===== src/design/sm83x_pkg.sv =====
package sm83x_pkg;

  // Instruction classes decided by the front end.
  typedef enum logic [3:0] {
    CLS_ILLEGAL,
    CLS_INCDEC8,
    CLS_LD8_IMM,
    CLS_LD16_IMM,
    CLS_INCDEC16,
    CLS_ADD_HL,
    CLS_LD_IND,
    CLS_NOP,
    CLS_ST_SP,
    CLS_STOP,
    CLS_JR,
    CLS_ACC_OP
  } op_class_t;

  // Write kinds on the result word.
  localparam logic [1:0] WK_NONE = 2'd0;
  localparam logic [1:0] WK_BYTE = 2'd1;
  localparam logic [1:0] WK_WORD = 2'd2;

  // Flag bit positions inside the four flag bits.
  localparam int unsigned FLAG_Z = 3;
  localparam int unsigned FLAG_N = 2;
  localparam int unsigned FLAG_H = 1;
  localparam int unsigned FLAG_C = 0;

  // Decoded word passed from the front end to the back end.
  typedef struct packed {
    op_class_t   cls;
    logic [2:0]  r;
    logic [1:0]  p;
    logic        dec;
    logic        store;
    logic [1:0]  len;
    logic [15:0] immediate;
    logic [7:0]  read_data;
  } dec_word_t;

  // Instruction length in bytes from the opcode map.
  function automatic logic [1:0] op_length(input logic [7:0] op);
    logic [1:0] len;
    len = 2'd1;
    if (op[3:0] == 4'h1 || op == 8'h08) begin
      len = 2'd3;
    end else if (op[2:0] == 3'd6 || op == 8'h10 || op == 8'h18 || op == 8'h20 ||
                 op == 8'h28 || op == 8'h30 || op == 8'h38) begin
      len = 2'd2;
    end
    return len;
  endfunction

endpackage


===== src/design/sm83x_decode.sv =====
module sm83x_decode (
  input  logic                  [7:0]  opcode,
  input  logic                  [15:0] immediate,
  input  logic                  [7:0]  read_data,
  output sm83x_pkg::dec_word_t         word
);
  import sm83x_pkg::*;

  // Classify the opcode into one execution class.
  always_comb begin
    word.r = opcode[5:3];
    word.p = opcode[5:4];
    word.dec = opcode[0];
    word.store = (opcode[3:0] == 4'h2);
    word.len = op_length(opcode);
    word.immediate = immediate;
    word.read_data = read_data;
    if (opcode[7:6] != 2'b00) begin
      word.cls = CLS_ILLEGAL;
    end else if (opcode[2:0] == 3'd4 || opcode[2:0] == 3'd5) begin
      word.cls = CLS_INCDEC8;
    end else if (opcode[2:0] == 3'd6) begin
      word.cls = CLS_LD8_IMM;
    end else if (opcode[3:0] == 4'h1) begin
      word.cls = CLS_LD16_IMM;
    end else if (opcode[3:0] == 4'h3 || opcode[3:0] == 4'hB) begin
      word.cls = CLS_INCDEC16;
    end else if (opcode[3:0] == 4'h9) begin
      word.cls = CLS_ADD_HL;
    end else if (opcode[3:0] == 4'h2 || opcode[3:0] == 4'hA) begin
      word.cls = CLS_LD_IND;
    end else if (opcode[2:0] == 3'd0) begin
      if (opcode == 8'h00) begin
        word.cls = CLS_NOP;
      end else if (opcode == 8'h08) begin
        word.cls = CLS_ST_SP;
      end else if (opcode == 8'h10) begin
        word.cls = CLS_STOP;
      end else begin
        word.cls = CLS_JR;
      end
    end else begin
      word.cls = CLS_ACC_OP;
    end
  end

endmodule


===== src/design/sm83x_queue.sv =====
module sm83x_queue (
  input  logic                  clk,
  input  logic                  rst,
  input  logic                  in_valid,
  output logic                  in_ready,
  input  sm83x_pkg::dec_word_t  in_word,
  output logic                  out_valid,
  input  logic                  out_ready,
  output sm83x_pkg::dec_word_t  out_word
);
  import sm83x_pkg::*;

  // Two-entry queue between decode and execute.
  dec_word_t  slots [2];
  logic       wr_ptr;
  logic       rd_ptr;
  logic [1:0] count;
  logic       push;
  logic       pop;

  assign in_ready = (count != 2'd2);
  assign out_valid = (count != 2'd0);
  assign out_word = slots[rd_ptr];
  assign push = in_valid && in_ready;
  assign pop = out_valid && out_ready;

  // Pointer and occupancy control.
  always_ff @(posedge clk) begin
    if (rst) begin
      wr_ptr <= 1'b0;
      rd_ptr <= 1'b0;
      count <= 2'd0;
    end else begin
      if (push) begin
        wr_ptr <= ~wr_ptr;
      end
      if (pop) begin
        rd_ptr <= ~rd_ptr;
      end
      count <= count + {1'b0, push} - {1'b0, pop};
    end
  end

  // Payload storage.
  always_ff @(posedge clk) begin
    if (push) begin
      slots[wr_ptr] <= in_word;
    end
  end

endmodule


===== src/design/sm83x_execute.sv =====
module sm83x_execute (
  input  logic                  clk,
  input  logic                  rst,
  input  logic                  in_valid,
  output logic                  in_ready,
  input  sm83x_pkg::dec_word_t  word,
  output logic                  out_valid,
  input  logic                  out_ready,
  output logic [15:0]           pc_out,
  output logic [15:0]           af_out,
  output logic [15:0]           bc_out,
  output logic [15:0]           de_out,
  output logic [15:0]           hl_out,
  output logic [15:0]           sp_out,
  output logic [4:0]            cycle_count,
  output logic [1:0]            write_kind,
  output logic [15:0]           write_address,
  output logic [15:0]           write_data,
  output logic                  stopped_out,
  output logic                  illegal
);
  import sm83x_pkg::*;

  // Architectural state.
  logic [7:0]  acc;
  logic [3:0]  flags;
  logic [7:0]  regs [6];
  logic [15:0] sp;
  logic [15:0] pc;
  logic        stop;

  logic [7:0]  acc_next;
  logic [3:0]  flags_next;
  logic [7:0]  regs_next [6];
  logic [15:0] sp_next;
  logic [15:0] pc_next;
  logic        stop_next;
  logic [4:0]  cyc;
  logic [1:0]  wk;
  logic [15:0] wa;
  logic [15:0] wd;
  logic        ill;

  logic        fire;
  logic        out_busy;

  // The output register takes a new word whenever it is empty or being drained.
  assign in_ready = !out_busy || out_ready;
  assign fire = in_valid && in_ready;
  assign out_valid = out_busy;

  // Combinational execution of one instruction.
  always_comb begin
    logic [15:0] pair_v;
    logic [15:0] hl;
    logic [16:0] sum;
    logic [12:0] hsum;
    logic [7:0]  v8;
    logic [7:0]  res8;
    logic [7:0]  adj;
    logic        take;
    acc_next = acc;
    flags_next = flags;
    regs_next = regs;
    sp_next = sp;
    stop_next = stop;
    pc_next = pc + {14'd0, word.len};
    cyc = 5'd0;
    wk = WK_NONE;
    wa = 16'd0;
    wd = 16'd0;
    ill = 1'b0;
    hl = {regs[4], regs[5]};
    unique case (word.p)
      2'd0: pair_v = {regs[0], regs[1]};
      2'd1: pair_v = {regs[2], regs[3]};
      2'd2: pair_v = hl;
      default: pair_v = sp;
    endcase
    unique case (word.r)
      3'd6: v8 = word.read_data;
      3'd7: v8 = acc;
      default: v8 = regs[word.r];
    endcase
    sum = 17'd0;
    hsum = 13'd0;
    res8 = 8'd0;
    adj = 8'd0;
    take = 1'b0;
    unique case (word.cls)
      CLS_ILLEGAL: begin
        pc_next = pc;
        ill = 1'b1;
      end
      CLS_INCDEC8: begin
        res8 = word.dec ? v8 - 8'd1 : v8 + 8'd1;
        flags_next[FLAG_Z] = (res8 == 8'd0);
        flags_next[FLAG_N] = word.dec;
        flags_next[FLAG_H] = word.dec ? (res8[3:0] == 4'hF) : (res8[3:0] == 4'h0);
        if (word.r == 3'd6) begin
          wk = WK_BYTE;
          wa = hl;
          wd = {8'd0, res8};
          cyc = 5'd12;
        end else begin
          if (word.r == 3'd7) begin
            acc_next = res8;
          end else begin
            regs_next[word.r] = res8;
          end
          cyc = 5'd4;
        end
      end
      CLS_LD8_IMM: begin
        if (word.r == 3'd6) begin
          wk = WK_BYTE;
          wa = hl;
          wd = {8'd0, word.immediate[7:0]};
          cyc = 5'd12;
        end else begin
          if (word.r == 3'd7) begin
            acc_next = word.immediate[7:0];
          end else begin
            regs_next[word.r] = word.immediate[7:0];
          end
          cyc = 5'd8;
        end
      end
      CLS_LD16_IMM, CLS_INCDEC16: begin
        if (word.cls == CLS_LD16_IMM) begin
          sum = {1'b0, word.immediate};
          cyc = 5'd12;
        end else begin
          // Opcode bit 3 tells a 16-bit decrement from an increment.
          sum = {1'b0, word.r[0] ? pair_v - 16'd1 : pair_v + 16'd1};
          cyc = 5'd8;
        end
        unique case (word.p)
          2'd0: begin regs_next[0] = sum[15:8]; regs_next[1] = sum[7:0]; end
          2'd1: begin regs_next[2] = sum[15:8]; regs_next[3] = sum[7:0]; end
          2'd2: begin regs_next[4] = sum[15:8]; regs_next[5] = sum[7:0]; end
          default: sp_next = sum[15:0];
        endcase
      end
      CLS_ADD_HL: begin
        sum = {1'b0, hl} + {1'b0, pair_v};
        hsum = {1'b0, hl[11:0]} + {1'b0, pair_v[11:0]};
        flags_next[FLAG_N] = 1'b0;
        flags_next[FLAG_H] = hsum[12];
        flags_next[FLAG_C] = sum[16];
        regs_next[4] = sum[15:8];
        regs_next[5] = sum[7:0];
        cyc = 5'd8;
      end
      CLS_LD_IND: begin
        if (word.p[1]) begin
          pair_v = hl;
        end
        if (word.store) begin
          wk = WK_BYTE;
          wa = pair_v;
          wd = {8'd0, acc};
        end else begin
          acc_next = word.read_data;
        end
        if (word.p == 2'd2) begin
          {regs_next[4], regs_next[5]} = hl + 16'd1;
        end else if (word.p == 2'd3) begin
          {regs_next[4], regs_next[5]} = hl - 16'd1;
        end
        cyc = 5'd8;
      end
      CLS_NOP: cyc = 5'd4;
      CLS_ST_SP: begin
        wk = WK_WORD;
        wa = word.immediate;
        wd = sp;
        cyc = 5'd20;
      end
      CLS_STOP: begin
        stop_next = 1'b1;
        cyc = 5'd4;
      end
      CLS_JR: begin
        unique case (word.r)
          3'd3: take = 1'b1;
          3'd4: take = !flags[FLAG_Z];
          3'd5: take = flags[FLAG_Z];
          3'd6: take = !flags[FLAG_C];
          default: take = flags[FLAG_C];
        endcase
        if (take) begin
          pc_next = pc_next + {{8{word.immediate[7]}}, word.immediate[7:0]};
          cyc = 5'd12;
        end else begin
          cyc = 5'd8;
        end
      end
      default: begin
        // Accumulator rotates, DAA, CPL, SCF and CCF.
        cyc = 5'd4;
        unique case (word.r)
          3'd0: begin acc_next = {acc[6:0], acc[7]}; flags_next = {3'b000, acc[7]}; end
          3'd1: begin acc_next = {acc[0], acc[7:1]}; flags_next = {3'b000, acc[0]}; end
          3'd2: begin
            acc_next = {acc[6:0], flags[FLAG_C]};
            flags_next = {3'b000, acc[7]};
          end
          3'd3: begin
            acc_next = {flags[FLAG_C], acc[7:1]};
            flags_next = {3'b000, acc[0]};
          end
          3'd4: begin
            if (flags[FLAG_N]) begin
              adj = (flags[FLAG_H] ? 8'h06 : 8'h00) | (flags[FLAG_C] ? 8'h60 : 8'h00);
              res8 = acc - adj;
            end else begin
              if (flags[FLAG_H] || acc[3:0] > 4'h9) adj = adj | 8'h06;
              if (flags[FLAG_C] || acc > 8'h99) begin
                adj = adj | 8'h60;
                flags_next[FLAG_C] = 1'b1;
              end
              res8 = acc + adj;
            end
            acc_next = res8;
            flags_next[FLAG_H] = 1'b0;
            flags_next[FLAG_Z] = (res8 == 8'd0);
          end
          3'd5: begin
            acc_next = ~acc;
            flags_next[FLAG_N] = 1'b1;
            flags_next[FLAG_H] = 1'b1;
          end
          3'd6: flags_next = {flags[FLAG_Z], 3'b001};
          default: flags_next = {flags[FLAG_Z], 2'b00, !flags[FLAG_C]};
        endcase
      end
    endcase
  end

  // Commit state and load the result register.
  always_ff @(posedge clk) begin
    if (rst) begin
      acc <= 8'd0;
      flags <= 4'd0;
      for (int i = 0; i < 6; i++) begin
        regs[i] <= 8'd0;
      end
      sp <= 16'd0;
      pc <= 16'd0;
      stop <= 1'b0;
      out_busy <= 1'b0;
    end else begin
      if (fire) begin
        acc <= acc_next;
        flags <= flags_next;
        regs <= regs_next;
        sp <= sp_next;
        pc <= pc_next;
        stop <= stop_next;
        out_busy <= 1'b1;
      end else if (out_ready) begin
        out_busy <= 1'b0;
      end
    end
  end

  // Result payload.
  always_ff @(posedge clk) begin
    if (fire) begin
      pc_out <= pc_next;
      af_out <= {acc_next, flags_next, 4'd0};
      bc_out <= {regs_next[0], regs_next[1]};
      de_out <= {regs_next[2], regs_next[3]};
      hl_out <= {regs_next[4], regs_next[5]};
      sp_out <= sp_next;
      cycle_count <= cyc;
      write_kind <= wk;
      write_address <= wa;
      write_data <= wd;
      stopped_out <= stop_next;
      illegal <= ill;
    end
  end

endmodule


===== src/design/cpu_opcode_block_00_3f_execute.sv =====
// Channel  Handshake                 Payload
// input    in_valid / in_ready       opcode, immediate, read_data
// output   out_valid / out_ready     pc_out .. illegal
// One word is accepted per cycle while the queue has room; a result passes
// through the decode queue, then the execute stage with its output register.
// The execute stage updates the register file in the cycle it takes a word,
// so throughput is one instruction per clock while the output is drained.
// Reset zeroes the CPU registers and empties the queue and the output register.
// An output stall fills the two-entry queue, after which in_ready drops.
module cpu_opcode_block_00_3f_execute (
  input  logic        clk,
  input  logic        rst,
  input  logic        in_valid,
  output logic        in_ready,
  input  logic [7:0]  opcode,
  input  logic [15:0] immediate,
  input  logic [7:0]  read_data,
  output logic        out_valid,
  input  logic        out_ready,
  output logic [15:0] pc_out,
  output logic [15:0] af_out,
  output logic [15:0] bc_out,
  output logic [15:0] de_out,
  output logic [15:0] hl_out,
  output logic [15:0] sp_out,
  output logic [4:0]  cycle_count,
  output logic [1:0]  write_kind,
  output logic [15:0] write_address,
  output logic [15:0] write_data,
  output logic        stopped_out,
  output logic        illegal
);
  import sm83x_pkg::*;

  dec_word_t dec_word;
  dec_word_t q_word;
  logic      q_valid;
  logic      q_ready;

  // Front end: classify the incoming word.
  sm83x_decode u_decode (
    .opcode    (opcode),
    .immediate (immediate),
    .read_data (read_data),
    .word      (dec_word)
  );

  // Queue between front and back.
  sm83x_queue u_queue (
    .clk       (clk),
    .rst       (rst),
    .in_valid  (in_valid),
    .in_ready  (in_ready),
    .in_word   (dec_word),
    .out_valid (q_valid),
    .out_ready (q_ready),
    .out_word  (q_word)
  );

  // Back end: execute and hold the result.
  sm83x_execute u_execute (
    .clk           (clk),
    .rst           (rst),
    .in_valid      (q_valid),
    .in_ready      (q_ready),
    .word          (q_word),
    .out_valid     (out_valid),
    .out_ready     (out_ready),
    .pc_out        (pc_out),
    .af_out        (af_out),
    .bc_out        (bc_out),
    .de_out        (de_out),
    .hl_out        (hl_out),
    .sp_out        (sp_out),
    .cycle_count   (cycle_count),
    .write_kind    (write_kind),
    .write_address (write_address),
    .write_data    (write_data),
    .stopped_out   (stopped_out),
    .illegal       (illegal)
  );

endmodule


===== config.mk =====
export PLATFORM = sky130hd
export DESIGN_NAME = cpu_opcode_block_00_3f_execute
export DESIGN_NICKNAME = d
export VERILOG_FILES = /design/src/design/sm83x_pkg.sv /design/src/design/sm83x_decode.sv /design/src/design/sm83x_queue.sv /design/src/design/sm83x_execute.sv /design/src/design/cpu_opcode_block_00_3f_execute.sv
export SDC_FILE = /design/constraint.sdc
export NUM_CORES = 1
export LEC_CHECK = 0
export BUFFER_PORTS_ARGS = -buffer_cell sky130_fd_sc_hd__clkbuf_2
export CELL_PAD_IN_SITES_DETAIL_PLACEMENT = 1
export CELL_PAD_IN_SITES_GLOBAL_PLACEMENT = 1
export CORE_ASPECT_RATIO = 0.7
export CORE_UTILIZATION = 35
export DETAILED_ROUTE_END_ITERATION = 8
export GPL_TIMING_DRIVEN = 1
export PLACE_DENSITY_LB_ADDON = 0.1
export SYNTH_ARGS = -nofsm -noshare
export SYNTH_HDL_FRONTEND = slang
export SYNTH_SLANG_ARGS = --single-unit

===== constraint.sdc =====
create_clock -name clk -period 8.5 [get_ports clk]
set_clock_uncertainty 0.05 [all_clocks]
set_input_delay 0 -clock clk [delete_from_list [all_inputs] [get_ports clk]]
set_output_delay 0 -clock clk [all_outputs]
set_load 0.02 [all_outputs]

==> out/metrics.yaml <==
vias: 19950
num_antenna_cells: 0
synthArstFlopShare_pct: 0
worst_hold_slack_ns: 0.05454
leakage_uw: 0.008768
rsz0062_at_grt: "no"
grt_max_degree: 126
worstPathArrival_ns: 6.91
critPathKind: "register to register"
synth_flop_cell: "edfxtp_1"
layout.nets: 2478
fin_setup_tns_ns: 0
htree_levels: 2
hold_path_depth: 2
hold_class: "input pin to register"
avgSynthCellArea_um2: 8.906
path_clk_slew_ns: 0.07
fmax_mhz: 149.5
insertion_delay_ns: 0.58
crit_path_end_kind: "register"
critPathMaxStageDelay_ns: 1.17
yosys_warnings: 0
relSlewSlack_pct: 3.374
clock_sinks: 300
r2r-end: "u_execute.af_out[14]"
drt_first_pass_iters: 5
drv_slew: 0
grt_pass1_wl_um: 143400
cp-endpoint: "u_execute.af_out[14]"
dp.cells: 3034
yosysSeqAreaShare_pct: 40.79
fin_crit_sh_pct: 78.68
run_status: "completed"
drv_cap: 0
path_common_cell: "buf_4"
start_util_pct: 35.54
fin_crit_ns: 6.688
setup_viol: 0
hold_viol: 0
drive_above_1_share_pct: 14.55
worstRegToRegCells: 15
areaGrowthSynthToFinish_pct: 16.14
cts_post_setup_buffers_inserted: 0
critPathRequiredTime_ns: 8.72
die_h_um: 200.3
core_mm2: 0.05531
ys_top_cells_by_area: "edfxtp_1 (31%), dfxtp_1 (10%), nand2_1 (4.6%), ha_1 (4.5%), nor2_1 (4.4%)"
clockBufferDepth: 3
die_area_mm2: 0.05713
ant_nets: 0
overflow: 0
synth_top_area_cell: "edfxtp_1"
synth-seq-cells: 300
via_per_inst: 6.370
wl_per_cell_um: 32.53
antenna_found_initial: 3
crit_chain: "buf_4 > mux2_2 > buf_4 > nor2_1 > a22o_1 > nor2_1 > inv_1 > fa_1 > nand2b_1 > a21o_1 > a311oi_1 > o22ai_1 > buf_4 > a221oi_1 > nand2_1"
port_buffers: 168
finalNonFillerCells: 3132
synth.cell_area_mm2: 0.01966
crit_slowest_cell: "a311oi_1"
cts_buffers: 34
place_hpwl_um: 75670
layout_commonest_cell: "nand2_1"
n_fill_cell: 6471
ioPinCount: 175
power_density_mw_per_mm2: 484.7
drcViolationCount: 0
wirelength_um: 101900
cts_tree: "done"
multi_input_area_mm2: 0.01093
clock-root-buffer: "clkbuf_16"
drt-initial-drc-count: 2318
ir_worst_vdd_mv: 0.2134
tightest_slew_ns: 1.440
grt_usage_pct: 34.90
netlist_instances: 2207
core.rowCount: 72
synth.distinct_cells: 90
final_cell_mix: "nand2_1 (241), nor2_1 (226), edfxtp_1 (201)"
synth_edf_count: 201
grt_pass1_vias: 19200
cp_max_fo: 32
die_x_um: 285.3
synth_top_cell_area_share_pct: 30.71
ff2ff_setup_slack_ns: 1.81
gp_congestion: 1.000
start_kind: "register"
seq_area_mm2: 0.008019
## where the power goes
part | internal (µW) | switching (µW) | leakage [µW]
registers | 2250 | 478 | 0.00276
clock network | 789 | 655 | 0.000512
logic | 2020 | 4870 | 0.00549
total | 5060 | 6000 | 0.00877
## worst max-delay path, delay by kind of cell, from the launching register on
family | cells | cell delay [ns]
adder cells (fa/ha/maj) | 1 | 0.49
buffers and inverters | 4 | 1.28
multiplexers | 1 | 0.64
flip-flops | 1 | 0.34
AND/OR/NAND/NOR | 4 | 0.95
AO/OA/AOI/OAI | 5 | 2.61
## final cells by class
type                       count  share of cell area, %
tap                          740                  4.056
timing repair buffer         267                  7.388
inverter                      55                 0.9372
multi-input combinational   1708                  47.87
sequential                   300                  35.13
clock inverter                17                 0.4933
clock buffer                  45                  4.133
## through the flow
stage | total power (µW) | util (%) | worst slack [ns] | instance area [µm²]
3_5_place_dp | 9338 | 38.71 | 2.107 | 21410
6_report | 11060 | 41.27 | 1.812 | 22830
5_1_grt | 11530 | 41.27 | 1.888 | 22830
4_1_cts | 10840 | 41.27 | 2.081 | 22830
3_3_place_gp | 9268 | 38.71 | 2.170 | 21410
2_1_floorplan | 6748 | - | 2.324 | 19680
## logic make-up (layout without fill, tap and decap cells)
family	Yosys count	after routing	synth area share [%]
XOR/XNOR	70	70	3.196
buffers and inverters	204	384	4.195
flip-flops	300	300	40.79
AO/OA/AOI/OAI	735	735	25.46
other	1	6	0.01908
AND/OR/NAND/NOR	746	746	17.37
multiplexers	75	75	3.947
adder cells (fa/ha/maj)	76	76	5.029
## layer usage
layer	global-route usage [%]	share of wire, %
met1	54.75	49
met2	46.24	38
met3	9.510	10
met4	7.850	2.2
met5	0	0
## timing repair
action                    CTS  global route
resized for setup           0             0
hold endpoints to repair   73             0
hold buffers               36             0
## worst min path at each step
stage | start | to | slack (ns)
after floorplan | read_data[0] | u_queue.slots[0][0] | 0.05
after global placement | read_data[6] | u_queue.slots[0][6] | 0.14
after detailed placement | immediate[0] | u_queue.slots[0][8] | 0.15
after CTS | rst | u_execute.flags[2] | 0.04
after global routing | rst | u_execute.flags[2] | 0.06
final | rst | u_execute.flags[2] | 0.05
## cell usage after synthesis (22+ instances only)
| cell | number |
|---|---|
| nand3_1 | 50 |
| nor2_1 | 231 |
| o211ai_1 | 31 |
| xnor2_1 | 34 |
| ha_1 | 71 |
| dfxtp_1 | 99 |
| xor2_1 | 34 |
| o21ai_0 | 171 |
| mux2i_1 | 57 |
| nor3_1 | 58 |
| clkbuf_1 | 114 |
| edfxtp_1 | 201 |
| a221o_1 | 22 |
| a31oi_1 | 25 |
| nand2b_1 | 26 |
| inv_1 | 53 |
| a21o_1 | 23 |
| a211oi_1 | 46 |
| o221ai_1 | 24 |
| nand2_1 | 241 |
| a21oi_1 | 160 |
## sequential cells by signal, summed over array words and instances (netlist names), 2 cells and up, named ones only
register,flops
u_execute.de_out,16
u_execute.acc,8
u_execute.hl_out,16
u_execute.bc_out,16
u_execute.write_kind,2
u_queue.count,2
u_execute.flags,4
u_execute.write_address,16
u_execute.sp_out,16
u_execute.sp,16
u_execute.af_out,12
u_execute.pc_out,16
u_queue.slots,70
u_execute.regs,48
u_execute.cycle_count,3
u_execute.pc,16
u_execute.write_data,16
Note: power is estimated with default switching activity, not from simulation.
